### src/design/nir_pkg.sv
// Shared types and constants for the NEC IR command receiver.
// Used by the front end, the command back end and the top level.
package nir_pkg;

    localparam int unsigned BYTE_W    = 8;
    localparam int unsigned CFG_IDX_W = 3;

    // Configuration register indexes.
    localparam logic [CFG_IDX_W-1:0] CFG_START_MIN = 3'd0;
    localparam logic [CFG_IDX_W-1:0] CFG_START_MAX = 3'd1;
    localparam logic [CFG_IDX_W-1:0] CFG_ONE_MIN   = 3'd2;
    localparam logic [CFG_IDX_W-1:0] CFG_ONE_MAX   = 3'd3;
    localparam logic [CFG_IDX_W-1:0] CFG_ZERO_MIN  = 3'd4;
    localparam logic [CFG_IDX_W-1:0] CFG_ZERO_MAX  = 3'd5;

    // Threshold values after reset.
    localparam logic [BYTE_W-1:0] START_MIN_RST = 8'd60;
    localparam logic [BYTE_W-1:0] START_MAX_RST = 8'd100;
    localparam logic [BYTE_W-1:0] ONE_MIN_RST   = 8'd25;
    localparam logic [BYTE_W-1:0] ONE_MAX_RST   = 8'd45;
    localparam logic [BYTE_W-1:0] ZERO_MIN_RST  = 8'd7;
    localparam logic [BYTE_W-1:0] ZERO_MAX_RST  = 8'd25;

    // Back end state after reset.
    localparam logic [BYTE_W-1:0] GAIN_RST  = 8'd10;
    localparam logic [BYTE_W-1:0] SPEED_RST = 8'hFF;

    localparam logic [BYTE_W-1:0] INV_MATCH   = 8'hFF;
    localparam logic [BYTE_W-1:0] STEP_FINE   = 8'd1;
    localparam logic [BYTE_W-1:0] STEP_COARSE = 8'd10;

    // Command codes.
    localparam logic [BYTE_W-1:0] CMD_RUN_ON     = 8'h00;
    localparam logic [BYTE_W-1:0] CMD_RUN_OFF    = 8'h80;
    localparam logic [BYTE_W-1:0] CMD_GAIN_INC1  = 8'h10;
    localparam logic [BYTE_W-1:0] CMD_GAIN_INC10 = 8'h50;
    localparam logic [BYTE_W-1:0] CMD_GAIN_DEC1  = 8'h90;
    localparam logic [BYTE_W-1:0] CMD_GAIN_DEC10 = 8'hD0;
    localparam logic [BYTE_W-1:0] CMD_SPD_INC1   = 8'h08;
    localparam logic [BYTE_W-1:0] CMD_SPD_INC10  = 8'h48;
    localparam logic [BYTE_W-1:0] CMD_SPD_DEC1   = 8'h88;
    localparam logic [BYTE_W-1:0] CMD_SPD_DEC10  = 8'hC8;

    // Classified edge, passed from the front end to the back end.
    typedef struct packed {
        logic              done;
        logic              ok;
        logic [BYTE_W-1:0] addr;
        logic [BYTE_W-1:0] code;
    } t_token;

    // One result transaction.
    typedef struct packed {
        logic              done;
        logic              ok;
        logic [BYTE_W-1:0] addr;
        logic [BYTE_W-1:0] code;
        logic              run;
        logic [BYTE_W-1:0] gain;
        logic [BYTE_W-1:0] speed;
    } t_result;

endpackage

### src/design/nir_fifo.sv
// Two-entry first-in first-out queue of WIDTH-bit words.
// Stands between the receiver's stages; no package dependency.
module nir_fifo #(
    parameter int unsigned WIDTH = 18
) (
    input  logic             i_clk,
    input  logic             i_rst_n,
    input  logic             i_wr,
    input  logic [WIDTH-1:0] i_data,
    output logic             o_full,
    input  logic             i_rd,
    output logic             o_empty,
    output logic [WIDTH-1:0] o_data
);

    logic [WIDTH-1:0] r_mem [2];
    logic             r_wr_ptr;
    logic             r_rd_ptr;
    logic [1:0]       r_count;
    logic             w_do_wr;
    logic             w_do_rd;

    assign o_full  = (r_count == 2'd2);
    assign o_empty = (r_count == 2'd0);
    assign o_data  = r_mem[r_rd_ptr];
    assign w_do_wr = i_wr && !o_full;
    assign w_do_rd = i_rd && !o_empty;

    always_ff @(posedge i_clk) begin
        if (w_do_wr) begin
            r_mem[r_wr_ptr] <= i_data;
        end
    end

    always_ff @(posedge i_clk) begin
        if (!i_rst_n) begin
            r_wr_ptr <= 1'b0;
            r_rd_ptr <= 1'b0;
            r_count  <= 2'd0;
        end else begin
            if (w_do_wr) begin
                r_wr_ptr <= ~r_wr_ptr;
            end
            if (w_do_rd) begin
                r_rd_ptr <= ~r_rd_ptr;
            end
            if (w_do_wr && !w_do_rd) begin
                r_count <= r_count + 2'd1;
            end else if (w_do_rd && !w_do_wr) begin
                r_count <= r_count - 2'd1;
            end
        end
    end

endmodule

### src/design/nir_front.sv
// Front end: threshold registers, gap classification and frame assembly.
// Depends on nir_pkg for the token type and register indexes.
module nir_front #(
    parameter int unsigned FRAME_BITS = 32
) (
    input  logic                                 i_clk,
    input  logic                                 i_rst_n,
    input  logic                                 i_cfg_we,
    input  logic [nir_pkg::CFG_IDX_W-1:0]        i_cfg_index,
    input  logic [nir_pkg::BYTE_W-1:0]           i_cfg_data,
    input  logic                                 i_edge_valid,
    input  logic [nir_pkg::BYTE_W-1:0]           i_edge_time,
    output nir_pkg::t_token                      o_token
);

    localparam int unsigned CNT_W = $clog2(FRAME_BITS + 2);
    localparam logic [CNT_W-1:0] CNT_FULL = CNT_W'(FRAME_BITS);

    logic [nir_pkg::BYTE_W-1:0] r_start_min, r_start_max;
    logic [nir_pkg::BYTE_W-1:0] r_one_min, r_one_max;
    logic [nir_pkg::BYTE_W-1:0] r_zero_min, r_zero_max;

    logic [nir_pkg::BYTE_W-1:0] r_prev_edge;
    logic [FRAME_BITS-1:0]      r_shift;
    logic [CNT_W-1:0]           r_count;

    logic [nir_pkg::BYTE_W-1:0] w_gap;
    logic                       w_is_start, w_is_one, w_is_zero;
    logic [FRAME_BITS-1:0]      w_sh0, w_sh1, n_shift;
    logic [CNT_W-1:0]           w_cnt0, w_cnt1, w_cnt2;
    logic                       w_done;
    logic [nir_pkg::BYTE_W-1:0] w_cmd, w_inv;
    logic [CNT_W-1:0]           n_count;

    always_ff @(posedge i_clk) begin
        if (!i_rst_n) begin
            r_start_min <= nir_pkg::START_MIN_RST;
            r_start_max <= nir_pkg::START_MAX_RST;
            r_one_min   <= nir_pkg::ONE_MIN_RST;
            r_one_max   <= nir_pkg::ONE_MAX_RST;
            r_zero_min  <= nir_pkg::ZERO_MIN_RST;
            r_zero_max  <= nir_pkg::ZERO_MAX_RST;
        end else if (i_cfg_we) begin
            case (i_cfg_index)
                nir_pkg::CFG_START_MIN: r_start_min <= i_cfg_data;
                nir_pkg::CFG_START_MAX: r_start_max <= i_cfg_data;
                nir_pkg::CFG_ONE_MIN:   r_one_min   <= i_cfg_data;
                nir_pkg::CFG_ONE_MAX:   r_one_max   <= i_cfg_data;
                nir_pkg::CFG_ZERO_MIN:  r_zero_min  <= i_cfg_data;
                nir_pkg::CFG_ZERO_MAX:  r_zero_max  <= i_cfg_data;
                default: ;
            endcase
        end
    end

    // The three windows are applied in order, so one gap can clear the frame
    // and then shift a bit, or shift a one followed by a zero.
    always_comb begin
        w_gap      = i_edge_time - r_prev_edge;
        w_is_start = (w_gap > r_start_min) && (w_gap < r_start_max);
        w_is_one   = (w_gap > r_one_min) && (w_gap < r_one_max);
        w_is_zero  = (w_gap > r_zero_min) && (w_gap < r_zero_max);

        w_sh0  = w_is_start ? '0 : r_shift;
        w_cnt0 = w_is_start ? '0 : r_count;
        w_sh1  = w_is_one ? {w_sh0[FRAME_BITS-2:0], 1'b1} : w_sh0;
        w_cnt1 = w_is_one ? w_cnt0 + CNT_W'(1) : w_cnt0;
        n_shift = w_is_zero ? {w_sh1[FRAME_BITS-2:0], 1'b0} : w_sh1;
        w_cnt2  = w_is_zero ? w_cnt1 + CNT_W'(1) : w_cnt1;

        w_done  = (w_cnt2 >= CNT_FULL);
        n_count = w_done ? '0 : w_cnt2;
        w_cmd   = n_shift[15:8];
        w_inv   = n_shift[7:0];

        o_token.done = w_done;
        o_token.ok   = w_done && ((w_cmd ^ w_inv) == nir_pkg::INV_MATCH);
        o_token.addr = w_done ? n_shift[FRAME_BITS-1 -: nir_pkg::BYTE_W] : '0;
        o_token.code = w_done ? w_cmd : '0;
    end

    always_ff @(posedge i_clk) begin
        if (!i_rst_n) begin
            r_prev_edge <= '0;
            r_shift     <= '0;
            r_count     <= '0;
        end else if (i_edge_valid) begin
            r_prev_edge <= i_edge_time;
            r_shift     <= n_shift;
            r_count     <= n_count;
        end
    end

endmodule

### src/design/nir_back.sv
// Back end: applies verified command codes to the run, gain and speed state.
// Depends on nir_pkg for the token and result types and the command codes.
module nir_back (
    input  logic             i_clk,
    input  logic             i_rst_n,
    input  logic             i_take,
    input  nir_pkg::t_token  i_token,
    output nir_pkg::t_result o_result
);

    logic                       r_run;
    logic [nir_pkg::BYTE_W-1:0] r_gain;
    logic [nir_pkg::BYTE_W-1:0] r_speed;
    logic                       n_run;
    logic [nir_pkg::BYTE_W-1:0] n_gain;
    logic [nir_pkg::BYTE_W-1:0] n_speed;

    always_comb begin
        n_run   = r_run;
        n_gain  = r_gain;
        n_speed = r_speed;
        if (i_token.ok) begin
            case (i_token.code)
                nir_pkg::CMD_RUN_ON:     n_run   = 1'b1;
                nir_pkg::CMD_RUN_OFF:    n_run   = 1'b0;
                nir_pkg::CMD_GAIN_INC1:  n_gain  = r_gain + nir_pkg::STEP_FINE;
                nir_pkg::CMD_GAIN_INC10: n_gain  = r_gain + nir_pkg::STEP_COARSE;
                nir_pkg::CMD_GAIN_DEC1:  n_gain  = r_gain - nir_pkg::STEP_FINE;
                nir_pkg::CMD_GAIN_DEC10: n_gain  = r_gain - nir_pkg::STEP_COARSE;
                nir_pkg::CMD_SPD_INC1:   n_speed = r_speed + nir_pkg::STEP_FINE;
                nir_pkg::CMD_SPD_INC10:  n_speed = r_speed + nir_pkg::STEP_COARSE;
                nir_pkg::CMD_SPD_DEC1:   n_speed = r_speed - nir_pkg::STEP_FINE;
                nir_pkg::CMD_SPD_DEC10:  n_speed = r_speed - nir_pkg::STEP_COARSE;
                default: ;
            endcase
        end

        o_result.done  = i_token.done;
        o_result.ok    = i_token.ok;
        o_result.addr  = i_token.addr;
        o_result.code  = i_token.code;
        o_result.run   = n_run;
        o_result.gain  = n_gain;
        o_result.speed = n_speed;
    end

    always_ff @(posedge i_clk) begin
        if (!i_rst_n) begin
            r_run   <= 1'b0;
            r_gain  <= nir_pkg::GAIN_RST;
            r_speed <= nir_pkg::SPEED_RST;
        end else if (i_take) begin
            r_run   <= n_run;
            r_gain  <= n_gain;
            r_speed <= n_speed;
        end
    end

endmodule

### src/design/nec_ir_command_receiver.sv
// NEC IR command receiver. Each push carries the timestamp of one rising IR
// edge and yields exactly one result, so one edge can be taken every clock
// cycle while full is low: the front end classifies the gap and assembles
// the frame in the accept cycle, a two-entry queue hands its transaction to
// the command back end, and a two-entry output queue holds results until
// popped. A result reaches the output ports after its token is registered in
// the first queue and then, once the output queue has room, in the output queue.
// Configuration writes are always ready and take effect on the next edge.
// Depends on nir_pkg, nir_fifo, nir_front and nir_back.
module nec_ir_command_receiver #(
    parameter int unsigned FRAME_BITS = 32
) (
    input  logic                          i_clk,
    input  logic                          i_rst_n,
    input  logic                          push,
    output logic                          full,
    input  logic [nir_pkg::BYTE_W-1:0]    i_edge_time,
    output logic                          empty,
    input  logic                          pop,
    output logic                          o_frame_done,
    output logic                          o_command_ok,
    output logic [nir_pkg::BYTE_W-1:0]    o_device_address,
    output logic [nir_pkg::BYTE_W-1:0]    o_command_code,
    output logic                          o_run_enabled,
    output logic [nir_pkg::BYTE_W-1:0]    o_gain_value,
    output logic [nir_pkg::BYTE_W-1:0]    o_speed_value,
    input  logic                          i_cfg_valid,
    output logic                          o_cfg_ready,
    input  logic [nir_pkg::CFG_IDX_W-1:0] i_cfg_index,
    input  logic [nir_pkg::BYTE_W-1:0]    i_cfg_data
);

    localparam int unsigned TOK_W = $bits(nir_pkg::t_token);
    localparam int unsigned RES_W = $bits(nir_pkg::t_result);

    logic             w_accept;
    nir_pkg::t_token  w_front_tok;
    nir_pkg::t_token  w_mid_tok;
    logic             w_mid_empty;
    logic             w_out_full;
    logic             w_take;
    nir_pkg::t_result w_back_res;
    nir_pkg::t_result w_out_res;

    assign o_cfg_ready = 1'b1;
    assign w_accept    = push && !full;
    assign w_take      = !w_mid_empty && !w_out_full;

    nir_front #(
        .FRAME_BITS (FRAME_BITS)
    ) u_front (
        .i_clk        (i_clk),
        .i_rst_n      (i_rst_n),
        .i_cfg_we     (i_cfg_valid),
        .i_cfg_index  (i_cfg_index),
        .i_cfg_data   (i_cfg_data),
        .i_edge_valid (w_accept),
        .i_edge_time  (i_edge_time),
        .o_token      (w_front_tok)
    );

    nir_fifo #(
        .WIDTH (TOK_W)
    ) u_mid_q (
        .i_clk   (i_clk),
        .i_rst_n (i_rst_n),
        .i_wr    (w_accept),
        .i_data  (w_front_tok),
        .o_full  (full),
        .i_rd    (w_take),
        .o_empty (w_mid_empty),
        .o_data  (w_mid_tok)
    );

    nir_back u_back (
        .i_clk    (i_clk),
        .i_rst_n  (i_rst_n),
        .i_take   (w_take),
        .i_token  (w_mid_tok),
        .o_result (w_back_res)
    );

    nir_fifo #(
        .WIDTH (RES_W)
    ) u_out_q (
        .i_clk   (i_clk),
        .i_rst_n (i_rst_n),
        .i_wr    (w_take),
        .i_data  (w_back_res),
        .o_full  (w_out_full),
        .i_rd    (pop),
        .o_empty (empty),
        .o_data  (w_out_res)
    );

    assign o_frame_done     = w_out_res.done;
    assign o_command_ok     = w_out_res.ok;
    assign o_device_address = w_out_res.addr;
    assign o_command_code   = w_out_res.code;
    assign o_run_enabled    = w_out_res.run;
    assign o_gain_value     = w_out_res.gain;
    assign o_speed_value    = w_out_res.speed;

endmodule
### config.mk
export PLATFORM = sky130hd
export DESIGN_NAME = nec_ir_command_receiver
export DESIGN_NICKNAME = d
export VERILOG_FILES = /design/src/design/nir_pkg.sv /design/src/design/nir_fifo.sv /design/src/design/nir_front.sv /design/src/design/nir_back.sv /design/src/design/nec_ir_command_receiver.sv
export SDC_FILE = /design/constraint.sdc
export NUM_CORES = 1
export LEC_CHECK = 0
export BUFFER_PORTS_ARGS = -buffer_cell sky130_fd_sc_hd__buf_4
export CORE_UTILIZATION = 40
export CTS_BUF_LIST = sky130_fd_sc_hd__clkbuf_8
export DETAILED_ROUTE_END_ITERATION = 6
export MAX_ROUTING_LAYER = met4
export RECOVER_POWER = 100
export SYNTH_ARGS = -nofsm -noshare
export SYNTH_HDL_FRONTEND = slang
export SYNTH_SLANG_ARGS = --single-unit
### constraint.sdc
create_clock -name i_clk -period 4.9 [get_ports i_clk]
set_input_delay 0.49 -clock i_clk [delete_from_list [all_inputs] [get_ports i_clk]]
set_output_delay 0.49 -clock i_clk [all_outputs]
set_load 0.005 [all_outputs]
==> flow_metrics.tcl <==
set metrics [dict create \
    critical_path_class "reg2reg" \
    pre_cts_ws_ns -0.2779 \
    ys_seq_area_share_pct 47.48 \
    worst-slew-pin-transition_ns 3.053 \
    max_freq_mhz 211.7 \
    crit_path_start_kind "flop" \
    p_per_area_nw_per_um2 554.9 \
    cts-buffers-inserted 41 \
    wl_per_cell_um 15.77 \
    p_leak_nw 5.429 \
    wl_um 27330 \
    yosysUniqueCellTypes 64 \
    drive_gt1_share_pct 20.24 \
    synth_top_area_share_pct 26.96 \
    violations "capacitance limit, slew limit" \
    clk_latency_ns 0.56 \
    status "complete, but fails checks" \
    antennaDiodeCount 0 \
    synth_area_sq_um 11810 \
    ir_worst_vdd_uv 226.5 \
    placed_cell_area_sq_um 13010 \
    synth_area_leaders "edfxtp_1 27%, dfxtp_1 21%, ha_1 8.3%, nand2_1 5.2%, mux2_2 5.1%" \
    min_path_type "in2reg" \
    n_fill_cell 2731 \
    synth_edf_count 106 \
    worstPathMaxFanout 6 \
    synth_nets 1307 \
    dieWidth_um 173.8 \
    drc_errors 0 \
    final_nets 1426 \
    portBuffers 60 \
    area.growth.synth_to_final_pct 18.89 \
    start_util_pct 40.91 \
    hold_viol_final 0 \
    vias 9072 \
    cts_max_level 2 \
    fin_area_sq_um 14040 \
    fin_crit_sh_pct 96.41 \
    fin_skew_ns 0.05958 \
    cp-end-kind "flop" \
    drt-initial-drc-count 563 \
    vias_per_cell 5.235 \
    timing.final.ws_setup_ns 0.1757 \
    clockBufferDepth 3 \
    place_congestion 0.8473 \
    grt_pass1_vias 8788 \
    antenna_found_initial 0 \
    cap_violations 6 \
    ys_ff_latch 227 \
    syn_area_per_cell_sq_um 9.839 \
    detail-route-antenna-nets 0 \
    dp.cells 1650 \
    ctsRootBufferMaster "clkbuf_8" \
    setup_viol 0 \
    cts_tree "yes" \
    synthArstFlopShare_pct 0 \
    syn-instance-count 1200 \
    synth_top_cells_by_count "165 x nand2_1, 121 x dfxtp_1, 106 x edfxtp_1, 105 x a21oi_1, 79 x inv_1" \
    firstDrtPassIters 6 \
    required_ns 5.20 \
    postCtsHoldBufs 0 \
    grt_overflow 0 \
    synth_most_common_cell "nand2_1" \
    final-seq-area_sq_um 5608 \
    multi_input_area_sq_um 5877 \
    io-pin-count 62 \
    maxSlewViolCount 251 \
    dpl.hpwl_um 18120 \
    die-area_sq_um 30210 \
    synth_top_area_cell "edfxtp_1" \
    relSlewSlack_pct -104.3 \
    cts_sinks 227 \
    die_height_um 173.8 \
    placementRows 62 \
    fin_cells 1733 \
    period_needed_ns 4.724 \
    synth_warnings 0 \
    ys.flop_type "dfxtp_1" \
    grt_max_degree 53 \
    grt_first_pass_wirelength_um 44090 \
    critPathArrivalTime_ns 5.02 \
    path_clk_slew_ns 0.05 \
    track_usage_pct 18.46 \
    coreArea_sq_um 28860 \
]
metal layers:
layer	track usage, %	vias to the layer above	part of all wire, %	routed length (um)
met5	-	-	0	0
met1	24.05	4298	48	13010
li1	-	4538	-	-
met2	29.28	192	47	12740
met3	2.829	44	3.9	1055
met4	6.140	0	1.9	527
logic make-up after synthesis:
kind of cell	count (synthesis)	synth area share (%)
compound gates	268	15.01
flops	227	47.48
fa+ha+maj	83	9.114
buf+inv	136	4.567
xor+xnor	52	3.985
simple gates	372	14.08
mux	61	5.733
other cells	1	0.03176
sequential cells by signal (all words and copies together), names as in the netlist, named ones only:
signal and flops:
u_mid_q.r_mem 36, u_front.r_one_max 8, u_mid_q.r_rd_ptr 1, u_front.r_zero_max 8, u_mid_q.r_count 2, u_back.r_gain 8, u_front.r_count 6, u_out_q.r_count 2
u_front.r_shift 32, u_front.r_prev_edge 8, u_out_q.r_mem 70, u_out_q.r_rd_ptr 1, u_back.r_speed 8, u_front.r_start_min 8, u_front.r_start_max 8, u_mid_q.r_wr_ptr 1
u_back.r_run 1, u_front.r_one_min 8, u_front.r_zero_min 8, u_out_q.r_wr_ptr 1
cell usage in the layout, fill, tap and decap left out, drive strengths merged, types with 9 or more instances in the layout:
| master | n |
|---|---|
| a222oi | 11 |
| o211ai | 21 |
| inv | 96 |
| nor2 | 80 |
| o221ai | 9 |
| and2 | 11 |
| a21oi | 106 |
| or3 | 14 |
| clkbuf | 99 |
| ha | 78 |
| edfxtp | 106 |
| nand3 | 36 |
| dfxtp | 121 |
| xnor2 | 36 |
| xor2 | 16 |
| o21ai | 42 |
| mux2 | 53 |
| o21bai | 9 |
| a21o | 13 |
| nor3 | 30 |
| buf | 82 |
| nand2 | 165 |
through the flow:
stage | total power [W] | hold WS [ns] | TNS, ns | utilization, %
final | 0.007788 | 0.1822 | 0 | 48.64
after detailed placement | 0.005980 | 0.4468 | -8.023 | 45.09
after floorplan | 0.004842 | 0.4323 | 0 | -
after CTS | 0.007766 | 0.1561 | 0 | 47.98
after global routing | 0.008338 | 0.1704 | -1.218 | 48.64
after global placement | 0.005927 | 0.4434 | -2.331 | 45.09
what timing repair did:
action	4_1_cts	5_1_grt
resized for setup	1	43
cloned	0	1
pin swaps	0	26
setup endpoints to repair	33	40
setup buffers	1	9
endpoints found under the hold margin	0	0
power by group:
part           switching, W  leakage, nW  total, W  internal, W
logic               0.00184         3.01   0.00337      0.00153
clock network      0.000783        0.466   0.00174     0.000959
registers          0.000197         1.96   0.00268      0.00248
critical path, stage by stage, from the launching register on:
cell and delay (ns):
dfxtp_2 0.33, inv_2 0.05, ha_1 0.28, a21oi_2 0.16, o21ai_2 0.10, a21oi_2 0.11
o21bai_1 0.10, a21o_1 0.18, a21oi_2 0.17, xnor2_2 0.13, buf_4 0.15, buf_4 0.13
ha_1 0.28, nand3_1 0.12, nor2_1 0.07, a211oi_2 0.31, o211ai_4 0.21, buf_4 0.20
a21o_1 0.16, a21oi_1 0.35, nand4b_4 0.20, xnor2_4 0.29, clkinvlp_4 0.20, and2_4 0.19
worst paths after layout:
path / startpoint / depth (start not counted) / slack, ns / endpoint
max: u_front.r_prev_edge[1]$_SDFFE_PN0P_ / 23 / 0.18 / u_mid_q.r_mem[1][4]$_DFFE_PP_
min: i_edge_time[0] / 3 / 0.18 / u_front.r_prev_edge[0]$_SDFFE_PN0P_
max reg2reg: u_front.r_prev_edge[1]$_SDFFE_PN0P_ / 23 / 0.18 / u_mid_q.r_mem[1][4]$_DFFE_PP_
min reg2reg: u_front.r_one_max[1]$_SDFFE_PN0P_ / 2 / 0.45 / u_front.r_one_max[1]$_SDFFE_PN0P_
final cells by class:
class                           count  area share, %
Timing Repair Buffer              129          6.650
Tap cell                          384          3.423
Sequential cell                   227          39.95
Multi-Input combinational cell    837          41.87
Clock inverter                     21         0.7399
Inverter                           82          2.211
Timing Repair inverter              1        0.05349
Clock buffer                       52          5.099
Power figures use the tool's default switching activity.
